File: src/design/phc_pkg.sv
`timescale 1ns / 1ps
// ---------------------------------------------------------------------------
// phc_pkg
// Header layout, error codes and CRC-32 byte update for the header checker.
// ---------------------------------------------------------------------------
package phc_pkg;

  localparam logic [31:0] CRC_POLY    = 32'hEDB8_8320;
  localparam logic [31:0] CRC_PRESET  = 32'hFFFF_FFFF;
  localparam logic [7:0]  HDR_VERSION = 8'd1;
  localparam logic [7:0]  HDR_LEN     = 8'd32;
  localparam logic [7:0]  MAGIC [4]   = '{8'h4C, 8'h45, 8'h4E, 8'h43};

  // byte offsets within the header
  localparam logic [4:0] POS_MAGIC_LO = 5'd0;
  localparam logic [4:0] POS_MAGIC_HI = 5'd3;
  localparam logic [4:0] POS_VERSION  = 5'd4;
  localparam logic [4:0] POS_HDRLEN   = 5'd5;
  localparam logic [4:0] POS_CHUNK_LO = 5'd6;
  localparam logic [4:0] POS_CHUNK_HI = 5'd7;
  localparam logic [4:0] POS_SIZE_LO  = 5'd8;
  localparam logic [4:0] POS_SIZE_HI  = 5'd11;
  localparam logic [4:0] POS_SEED_LO  = 5'd12;
  localparam logic [4:0] POS_SEED_HI  = 5'd19;
  localparam logic [4:0] POS_TAIL_LO  = 5'd20;
  localparam logic [4:0] POS_TAIL_HI  = 5'd23;
  localparam logic [4:0] POS_RSVD_LO  = 5'd24;
  localparam logic [4:0] POS_RSVD_HI  = 5'd27;
  localparam logic [4:0] POS_CRC_LO   = 5'd28;
  localparam logic [4:0] POS_LAST     = 5'd31;

  typedef enum logic [3:0] {
    ERR_NONE      = 4'd0,
    ERR_MAGIC     = 4'd1,
    ERR_VERSION   = 4'd2,
    ERR_HDRLEN    = 4'd3,
    ERR_CHUNK     = 4'd4,
    ERR_RESERVED  = 4'd5,
    ERR_CRC       = 4'd6,
    ERR_ZERO_SIZE = 4'd7,
    ERR_OVERFLOW  = 4'd8,
    ERR_SEED      = 4'd9
  } err_t;

  function automatic logic [31:0] crc_byte(logic [31:0] c, logic [7:0] b);
    logic [31:0] r;
    r = c ^ {24'd0, b};
    for (int k = 0; k < 8; k++) begin
      r = (r >> 1) ^ (CRC_POLY & {32{r[0]}});
    end
    return r;
  endfunction

endpackage

File: src/design/phc_size_check.sv
`timescale 1ns / 1ps
// ---------------------------------------------------------------------------
// phc_size_check
// Overflow test of the physical file size as one compare of the plaintext
// size against the largest size that still fits.
// ---------------------------------------------------------------------------
module phc_size_check #(
  parameter int CHUNK_BYTES = 4096,
  parameter int TAG_BYTES   = 16,
  parameter int SIZE_BITS   = 32
) (
  input  logic [31:0] size_in,
  output logic        overflow
);

  // header + size + chunks * tag bytes, for a nonzero size
  function automatic logic [63:0] phys_size(logic [63:0] s);
    logic [63:0] chunks;
    chunks = 64'd1 + (s - 64'd1) / 64'(CHUNK_BYTES);
    return 64'(phc_pkg::HDR_LEN) + s + chunks * 64'(TAG_BYTES);
  endfunction

  // the physical size grows with the plaintext size, so search once for the
  // largest plaintext size whose physical size fits in SIZE_BITS bits
  function automatic logic [31:0] max_fit_size();
    logic [63:0] limit;
    logic [63:0] lo;
    logic [63:0] hi;
    logic [63:0] mid;
    if (SIZE_BITS >= 64) begin
      limit = '1;
    end else begin
      limit = (64'd1 << SIZE_BITS) - 64'd1;
    end
    lo = 64'd1;
    hi = 64'hFFFF_FFFF;
    if (phys_size(hi) <= limit) begin
      lo = hi;
    end
    for (int k = 0; k < 33; k++) begin
      if (hi - lo > 64'd1) begin
        mid = lo + ((hi - lo) >> 1);
        if (phys_size(mid) <= limit) begin
          lo = mid;
        end else begin
          hi = mid;
        end
      end
    end
    return lo[31:0];
  endfunction

  localparam logic [31:0] MAX_FIT = max_fit_size();

  assign overflow = (size_in > MAX_FIT);

endmodule

File: config.mk
export PLATFORM = sky130hd
export DESIGN_NAME = phc_size_check
export DESIGN_NICKNAME = d
export VERILOG_FILES = /design/src/design/phc_pkg.sv /design/src/design/phc_size_check.sv
export SDC_FILE = /design/constraint.sdc
export NUM_CORES = 1
export LEC_CHECK = 0
export BUFFER_PORTS_ARGS = -buffer_cell sky130_fd_sc_hd__buf_2
export CAP_MARGIN = 20
export CELL_PAD_IN_SITES_DETAIL_PLACEMENT = 1
export CELL_PAD_IN_SITES_GLOBAL_PLACEMENT = 2
export CORE_AREA = 3 3 40 42
export DETAILED_ROUTE_END_ITERATION = 10
export DIE_AREA = 0 0 43 45
export PLACE_DENSITY = 0.95
export SYNTH_ARGS = -nofsm -noshare
export SYNTH_HDL_FRONTEND = slang
export SYNTH_SLANG_ARGS = --single-unit
File: constraint.sdc
create_clock -name vclk -period 3.1
set_clock_uncertainty 0.15 [all_clocks]
set_input_delay 0.62 -clock vclk [all_inputs]
set_output_delay 0.62 -clock vclk [all_outputs]
set_load 0.005 [all_outputs]
## Yosys cells after proc, flatten, opt, wreduce, memory -nomap -nowiden

Cells that the tools add are included.
Widths: inputs -> output; s select.

| word-level totals | value |
|---|---|
| register bits after elaboration | 0 |
| bits of input ports | 32 |
| output and inout port bits | 1 |
| word-level logic and storage cells | 1 |

| cells by class | value |
|---|---|
| magnitude comparators | 1 |

Operators by type and width:

| kind | number |
|---|---|
| $gt 32x32->1 const B | 1 |

## Longest topological paths before layout

Gate-level depths: netlist of run 1.

| logic depth | value |
|---|---|
| depth after elaboration | 1 |
| mapped depth | 3 |
| depth with buffers taken out | 3 |

## Worst setup path after synthesis of run 1

No wires, ideal clock.

| timing path | value |
|---|---|
| path kind | in2out |
| from | input size_in[9] |
| to | output overflow |
| data arrival time | 1.350 ns |
| required time | 2.330 ns |
| slack | 0.980 ns |
| cell stages on the path | 3 |
| buffers on the path | 0 |
| cell sequence | nand4_1 > or3_1 > a311oi_1 |

| on the way | value |
|---|---|
| longest elaborated chain between the ends | 1 |

Ends and longest elaborated chain:

| element | line | source |
|---|---|---|
| from (decl) | phc_size_check.sv:12 | `input logic [31:0] size_in,` |
| $gt 32x32->1 | phc_size_check.sv:55 | `assign overflow = (size_in > MAX_FIT);` |
| to (decl) | phc_size_check.sv:13 | `output logic overflow` |

Every way passes these cells.

## Worst setup path after layout of run 1

Same ends and word-level chain as after synthesis.

==> results of run 1 <==
[per-layer routing]
metal  part of all wire [%]  wire (um)  track usage, %
met1                     34        176            5.48
met2                     40        206            10.5
met3                     26        134            1.59
met4                      0          0               0
met5                      0          0               0
[how the worst min path moves through the flow]
stage                     start  endpoint  slack [ps]  cells after the start
floorplan           size_in[27]  overflow        1180                      2
global placement    size_in[27]  overflow        1410                      4
detailed placement  size_in[27]  overflow        1410                      4
CTS                 size_in[27]  overflow        1410                      4
global route        size_in[27]  overflow        1440                      4
finish              size_in[27]  overflow        1410                      4
[worst max-delay path: cells and delay by family]
kind / cells / cell delay, ps
AND/OR/NAND/NOR: 2 / 460
buffers and inverters: 2 / 250
AO/OA/AOI/OAI: 1 / 300
[layout make-up]
type / instances / area (um^2) / share of cell area (%)
timing repair buffer: 28 / 140 / 61.5
tap: 15 / 18.8 / 8.24
multi-input combinational: 9 / 68.8 / 30.2
[kinds of logic (layout without fill, tap and decap cells)]
family	Yosys count	in the layout	share of synthesized area, %
buffers and inverters	0	28	0
AO/OA/AOI/OAI	2	2	30.9
AND/OR/NAND/NOR	7	7	69.1
[per-stage QoR]
stage | setup slack [ps] | total power, W
after global routing | 597 | 0.0000216
after global placement | 717 | 0.0000191
after detailed placement | 671 | 0.0000198
after floorplan | 980 | 0.00000226
final | 696 | 0.0000195
after CTS | 671 | 0.0000198
[power by group through the flow]
stage	clock network [W]	logic, W	registers (W)
after global routing	0	0.0000216	0
after global placement	0	0.0000191	0
after CTS	0	0.0000198	0
final	0	0.0000195	0
after floorplan	0	0.00000226	0
after detailed placement	0	0.0000198	0
[cells in the mapped netlist, drive strengths merged]
library cell,n
a311oi,1
nand4,3
a31oi,1
nand3,1
or3,1
nor4,2
==> flow_metrics.env, run 1 <==
export IMPL_pwr_density_cell_nw_per_um2=85.7
export IMPL_crit_required_ps=2330
export IMPL_grt_pass1_vias=212
export IMPL_fin_crit_ps=2400
export IMPL_io_buffers=28
export IMPL_arrival_ps=1630
export IMPL_finalSetupViolCount=0
export IMPL_placed_cells=52
export IMPL_seqCellArea_um2=0
export IMPL_cp_end_kind="output pin"
export IMPL_timing_fmax_ghz=0.416
export IMPL_drt_iter0_drc=0
export IMPL_grt_antenna_before_repair=0
export IMPL_ios=33
export IMPL_tightest_slew_ps=273
export IMPL_hold_path_class="in2out"
export IMPL_fin_cells=52
export IMPL_yosysTopAreaCell="nand4_1"
export IMPL_syn_area_um2=68.8
export IMPL_crit_chain="buf_2 > nand4_1 > or3_1 > a311oi_1 > buf_2"
export IMPL_fill_cells=172
export IMPL_clockBufferCount=0
export IMPL_p_leak_nw=0.119
export IMPL_cts_resized=0
export IMPL_seq_cell_count=0
export IMPL_dieArea_um2=1940
export IMPL_rows=13
export IMPL_n_antenna_cell=0
export IMPL_wire_per_inst_um=9.92
export IMPL_cts_hold_buffers_added=0
export IMPL_post_cts_repair_setup_buffers=0
export IMPL_crit_path_end="overflow"
export IMPL_gp_congestion=0.616
export IMPL_outcome="finished, final reports clean"
export IMPL_first_pass_iters=1
export IMPL_switching_share_pct=31.2
export IMPL_layout_common_cells="buf_2 (28), nand4_1 (3), nor4_1 (2)"
export IMPL_clockPowerShare_pct=0
export IMPL_vias=206
export IMPL_final_core_utilization_pct=17.7
export IMPL_fin_nets=71
export IMPL_core_um2=1280
export IMPL_placed_cell_area_um2=228
export IMPL_grt_start_max_net_pins=2
export IMPL_synth_top_cells_by_area="nand4_1 (27%), a31oi_2 (18%), nor4_1 (18%)"
export IMPL_path_max_fanout=1
export IMPL_syn_instance_count=9
export IMPL_seqPwrFrac_pct=0
export IMPL_drive_gt1_share_pct=81.1
export IMPL_drc=0
export IMPL_ir_worst_vdd_mv=0.0141
export IMPL_max_slew_margin_pct=81.6
export IMPL_wl_um=516
export IMPL_ant_nets=0
export IMPL_finalCritPeriodShare_pct=77.5
export IMPL_postSynthAreaPerCell_um2=7.65
export IMPL_slew_viol_final=0
export IMPL_start_util_pct=5.36
export IMPL_via_per_inst=3.96
export IMPL_grt_pass1_wl_um=800
export IMPL_yosysUniqueCellTypes=6
export IMPL_worst_path_most_repeated_cell="buf_2"
export IMPL_switching_power_w=0.00000609
export IMPL_area_delta_synth_final_pct=231
export IMPL_crit_path_start_kind="input port"
export IMPL_crit_type="in2out"
export IMPL_pwr_share_comb_pct=100.0
export IMPL_intPower_w=0.0000134
export IMPL_ys_seq_area_share_pct=0
export IMPL_hold_slack_ps=1410
export IMPL_fin_tns_setup_ps=0
export IMPL_design_area_um2=228
export IMPL_final_common_cell="buf_2"
export IMPL_die_y_um=45
export IMPL_die_w_um=43
export IMPL_gr_usage_all_layers_pct=5.14
export IMPL_crit_start="size_in[9]"
export IMPL_grt_remaining_overflow=0
export IMPL_syn_num_nets=41
export IMPL_synth_top_area_share_pct=27.3
export IMPL_critPathMaxStageDelay_ps=380
export IMPL_dp_hpwl_um=502
export IMPL_final_hold_viol_count=0
export IMPL_slowest_stage="or3_1"
export IMPL_ys_warnings_count=0
export IMPL_max_cap_violations=0
export IMPL_rsz0062_at_grt="no"
Power figures use the tool's default switching activity.
==> run 2: changes to the inputs <==
ABC_AREA = 1   (was default)
CORE_AREA = default   (was 3 3 40 42)
CORE_MARGIN = 3   (was default)
CORE_UTILIZATION = 10   (was default)
DIE_AREA = default   (was 0 0 43 45)
clock period = 1.96 ns   (was 3.1 ns; I/O delays follow)
==> flow_metrics.env, run 2 <==
export IMPL_outcome="finished, final reports clean"
export IMPL_crit_chain="buf_2 > inv_1 > nand2_1 > nor2_2 > nand2_1 > nand2_1 > nand3_1 > nand2_1 > buf_2"
export IMPL_crit_required_ps=1420
export IMPL_pwr_density_cell_nw_per_um2=137
export IMPL_worst_path_most_repeated_cell="nand2_1"
export IMPL_wl_um=725
export IMPL_ios=33
export IMPL_vias=326
export IMPL_cts_hold_buffers_added=0
export IMPL_ant_nets=0
export IMPL_syn_num_nets=65
export IMPL_gr_usage_all_layers_pct=6.10
export IMPL_max_slew_margin_pct=93.1
export IMPL_area_delta_synth_final_pct=115
export IMPL_syn_area_um2=160
export IMPL_synth_top_cells_by_area="nand2_1 (33%), nor2_1 (16%), nor2_2 (16%)"
export IMPL_met1_usage_pct=8.74
export IMPL_yosysTopAreaCell="nand2_1"
export IMPL_syn_instance_count=33
export IMPL_postSynthAreaPerCell_um2=4.85
export IMPL_max_cap_violations=0
export IMPL_fin_nets=100
export IMPL_post_cts_repair_setup_buffers=0
export IMPL_gp_congestion=0.559
export IMPL_io_buffers=33
export IMPL_grt_busiest_layer="met2"
export IMPL_multi_input_area_um2=153
export IMPL_drt_iter0_drc=0
export IMPL_cp_end_kind="output pin"
export IMPL_timing_fmax_ghz=0.642
export IMPL_placed_cell_area_um2=344
export IMPL_p_leak_nw=0.200
export IMPL_fin_tns_setup_ps=0
export IMPL_crit_type="in2out"
export IMPL_drc=0
export IMPL_ys_seq_area_share_pct=0
export IMPL_rsz0062_at_grt="no"
export IMPL_grt_pass1_vias=291
export IMPL_crit_path_start_kind="input port"
export IMPL_finalCritPeriodShare_pct=79.4
export IMPL_tightest_slew_ps=104
export IMPL_yosysUniqueCellTypes=7
export IMPL_ys_warnings_count=0
export IMPL_rows=13
export IMPL_grt_pass1_wl_mm=1.02
export IMPL_seq_cell_count=0
export IMPL_grt_start_max_net_pins=3
export IMPL_finalSetupViolCount=0
export IMPL_grt_antenna_before_repair=0
export IMPL_drive_gt1_share_pct=57.6
export IMPL_cts_resized=0
export IMPL_fin_crit_ps=1560
export IMPL_n_antenna_cell=0
export IMPL_slew_viol_final=0
export IMPL_path_max_fanout=2
export IMPL_grt_remaining_overflow=0
export IMPL_met3_usage_pct=0
export IMPL_design_area_um2=344
export IMPL_clockBufferCount=0
export IMPL_ir_worst_vdd_mv=0.0320
export IMPL_arrival_ps=1010
export IMPL_core_um2=1400
export IMPL_fin_ws_ps=403
export IMPL_critPathMaxStageDelay_ps=100
export IMPL_use_met2_pct=10.7
export IMPL_synth_top_cells_by_count="nand2_1 (14), nor2_1 (7), nor2_2 (4)"
export IMPL_first_pass_iters=1
export IMPL_die_y_um=46.0
export IMPL_pre_cts_ws_ps=380
export IMPL_seqCellArea_um2=0
export IMPL_synth_most_common_cell="nand2_1"
export IMPL_fill_cells=197
export IMPL_synth_top_area_share_pct=32.8
export IMPL_dieArea_um2=2120
export IMPL_wire_per_inst_um=8.95
export IMPL_layout_common_cells="buf_2 (33), nand2_1 (14), nor2_1 (7)"
export IMPL_dp_hpwl_um=718
export IMPL_hold_path_class="in2out"
export IMPL_via_per_inst=4.02
export IMPL_slowest_stage="buf_2"
export IMPL_final_common_cell="buf_2"
export IMPL_die_w_um=46.0
export IMPL_final_hold_viol_count=0
export IMPL_start_util_pct=11.4
==> run 2: cell types whose count changed after synthesis, sizes merged, moves of 2 or more <==
cell | previous run | this run
nand3 | 1 | 3
inv | 0 | 2
nor4 | 2 | 0
nand2 | 0 | 14
nor2 | 0 | 11
==> run 2: kinds of logic after synthesis <==
logic type / after synthesis / share of synthesized area [%]
buf+inv: 2 / 4.69
simple gates: 31 / 95.3
==> run 2: power breakdown <==
part / switching, W / internal [W]
logic: 0.0000191 / 0.0000281
clock network: 0 / 0
registers: 0 / 0
total: 0.0000191 / 0.0000281
==> run 2: area by class of cell <==
class                           count  share of cell area [%]
Multi-Input combinational cell     31                    44.4
Inverter                            2                    2.18
Timing Repair Buffer               33                    48.0
Tap cell                           15                    5.45
==> run 2: final timing paths <==
check | slack [ps] | from | cells after the start | endpoint
min | 1040 | size_in[23] | 6 | overflow
max | 400 | size_in[8] | 9 | overflow
==> run 2: worst max-delay path: cells and delay by family <==
family / cells / cell delay, ps
and+or+nand+nor: 6 / 370
buffers and inverters: 3 / 240
==> run 2: per-layer routing <==
| metal | routed length, um | part of all wire [%] |
|---|---|---|
| met1 | 265 | 37 |
| met2 | 347 | 48 |
| met5 | 0 | 0 |
| met3 | 113 | 16 |
| met4 | 0 | 0 |
==> run 2: metrics by stage <==
stage	utilization, %	power, W	std cells	hold WS, ps
floorplan	-	0.0000125	33	805
global placement	24.6	0.0000466	81	1030
detailed placement	24.6	0.0000481	81	1060
CTS	24.6	0.0000483	81	1060
global route	24.6	0.0000531	81	1080
finish	24.6	0.0000472	81	1040
==> run 3: changes to the inputs <==
clock period = 1.6 ns   (was 1.96 ns; I/O delays follow)
==> flow_metrics.env, run 3 (synthesis results as in run 2) <==
export IMPL_max_slew_margin_pct=93.5
export IMPL_crit_start="size_in[8]"
export IMPL_ant_nets=0
export IMPL_fin_crit_ps=1430
export IMPL_crit_chain="buf_2 > inv_1 > nand2_1 > nor2_2 > nand2_1 > nand2_1 > nand3_1 > nand2_1 > buf_2"
export IMPL_fin_nets=100
export IMPL_fill_cells=206
export IMPL_slew_viol_final=0
export IMPL_wire_per_inst_um=8.58
export IMPL_gp_congestion=0.595
export IMPL_start_util_pct=11.4
export IMPL_area_delta_synth_final_pct=115
export IMPL_grt_start_max_net_pins=3
export IMPL_dp_hpwl_um=694
export IMPL_arrival_ps=960
export IMPL_seq_cell_count=0
export IMPL_path_max_fanout=2
export IMPL_ios=33
export IMPL_n_antenna_cell=0
export IMPL_drt_iter0_drc=0
export IMPL_io_buffers=33
export IMPL_grt_pass1_wl_um=910
export IMPL_seqCellArea_um2=0
export IMPL_clockBufferCount=0
export IMPL_tightest_slew_ps=97.3
export IMPL_finalCritPeriodShare_pct=89.4
export IMPL_vias=323
export IMPL_pre_cts_ws_ps=153
export IMPL_first_pass_iters=1
export IMPL_max_cap_violations=0
export IMPL_die_w_um=46.0
export IMPL_hold_path_class="in2out"
export IMPL_rsz0062_at_grt="no"
export IMPL_grt_remaining_overflow=0
export IMPL_fin_tns_setup_ps=0
export IMPL_dieArea_um2=2120
export IMPL_outcome="finished, final reports clean"
export IMPL_critical_path_top_delay_family="simple AND/OR/NAND/NOR gates"
export IMPL_worst_path_most_repeated_cell="nand2_1"
export IMPL_timing_fmax_ghz=0.699
export IMPL_fin_ws_ps=170
export IMPL_cts_hold_buffers_added=0
export IMPL_grt_pass1_vias=260
export IMPL_final_hold_viol_count=0
export IMPL_pwr_density_cell_nw_per_um2=168
export IMPL_rows=13
export IMPL_gr_usage_all_layers_pct=5.30
export IMPL_drive_gt1_share_pct=57.6
export IMPL_worst_path_buf_inv=3
export IMPL_crit_type="in2out"
export IMPL_crit_required_ps=1130
export IMPL_finalSetupViolCount=0
export IMPL_die_y_um=46.0
export IMPL_cts_resized=0
export IMPL_final_common_cell="buf_2"
export IMPL_core_um2=1400
export IMPL_ir_worst_vdd_mv=0.0385
export IMPL_post_cts_repair_setup_buffers=0
export IMPL_wl_um=695
export IMPL_layout_common_cells="buf_2 (33), nand2_1 (14), nor2_1 (7)"
export IMPL_drc=0
export IMPL_cp_end_kind="output pin"
export IMPL_critPathMaxStageDelay_ps=100
export IMPL_crit_path_start_kind="input port"
export IMPL_slowest_stage="buf_2"
export IMPL_hp_start="size_in[23]"
export IMPL_via_per_inst=3.99
export IMPL_grt_antenna_before_repair=0
export IMPL_p_leak_nw=0.200
[run 3: cell counts in the layout (fill, tap and decap cells not counted)]
Identical to the previous run, type by type.
[run 3: worst min-delay path: stages]
cell and delay, ps:
buf_2 80, nor2_1 30, nand4_1 60, nand3_1 60
nand2_1 60, buf_2 100
[run 3: final timing paths]
| kind | to | cells after the start |
|---|---|---|
| worst max-delay path | overflow | 9 |
| worst min-delay path | overflow | 6 |
[run 3: stage by stage]
step | power [W] | util, % | area [um^2] | hold WS (ps) | std cells
floorplan | 0.0000153 | - | 160 | 661 | 33
global placement | 0.0000566 | 24.6 | 344 | 891 | 81
detailed placement | 0.0000589 | 24.6 | 344 | 902 | 81
CTS | 0.0000591 | 24.6 | 344 | 903 | 81
global route | 0.0000646 | 24.6 | 344 | 962 | 81
finish | 0.0000578 | 24.6 | 344 | 884 | 81
[run 3: final cells by class]
cell class         instances  area (um^2)  share of cell area, %
inverters                  2         7.51                   2.18
multi-input cells         31          153                   44.4
well taps                 15         18.8                   5.45
repair buffers            33          165                   48.0
[run 3: where the power goes]
| part | total, W | leakage [nW] | internal (W) | switching [W] |
|---|---|---|---|---|
| sequential | 0 | 0 | 0 | 0 |
| combinational | 0.0000578 | 0.200 | 0.0000344 | 0.0000234 |
| clock | 0 | 0 | 0 | 0 |
[run 3: per-layer routing]
layer  GRT usage (%)  vias up  part of all wire (%)
met3           0.395        0                    16
li1                -      172                     -
met4               0        0                     0
met1            8.28      130                    38
met5               0        -                     0
met2            8.24       21                    46
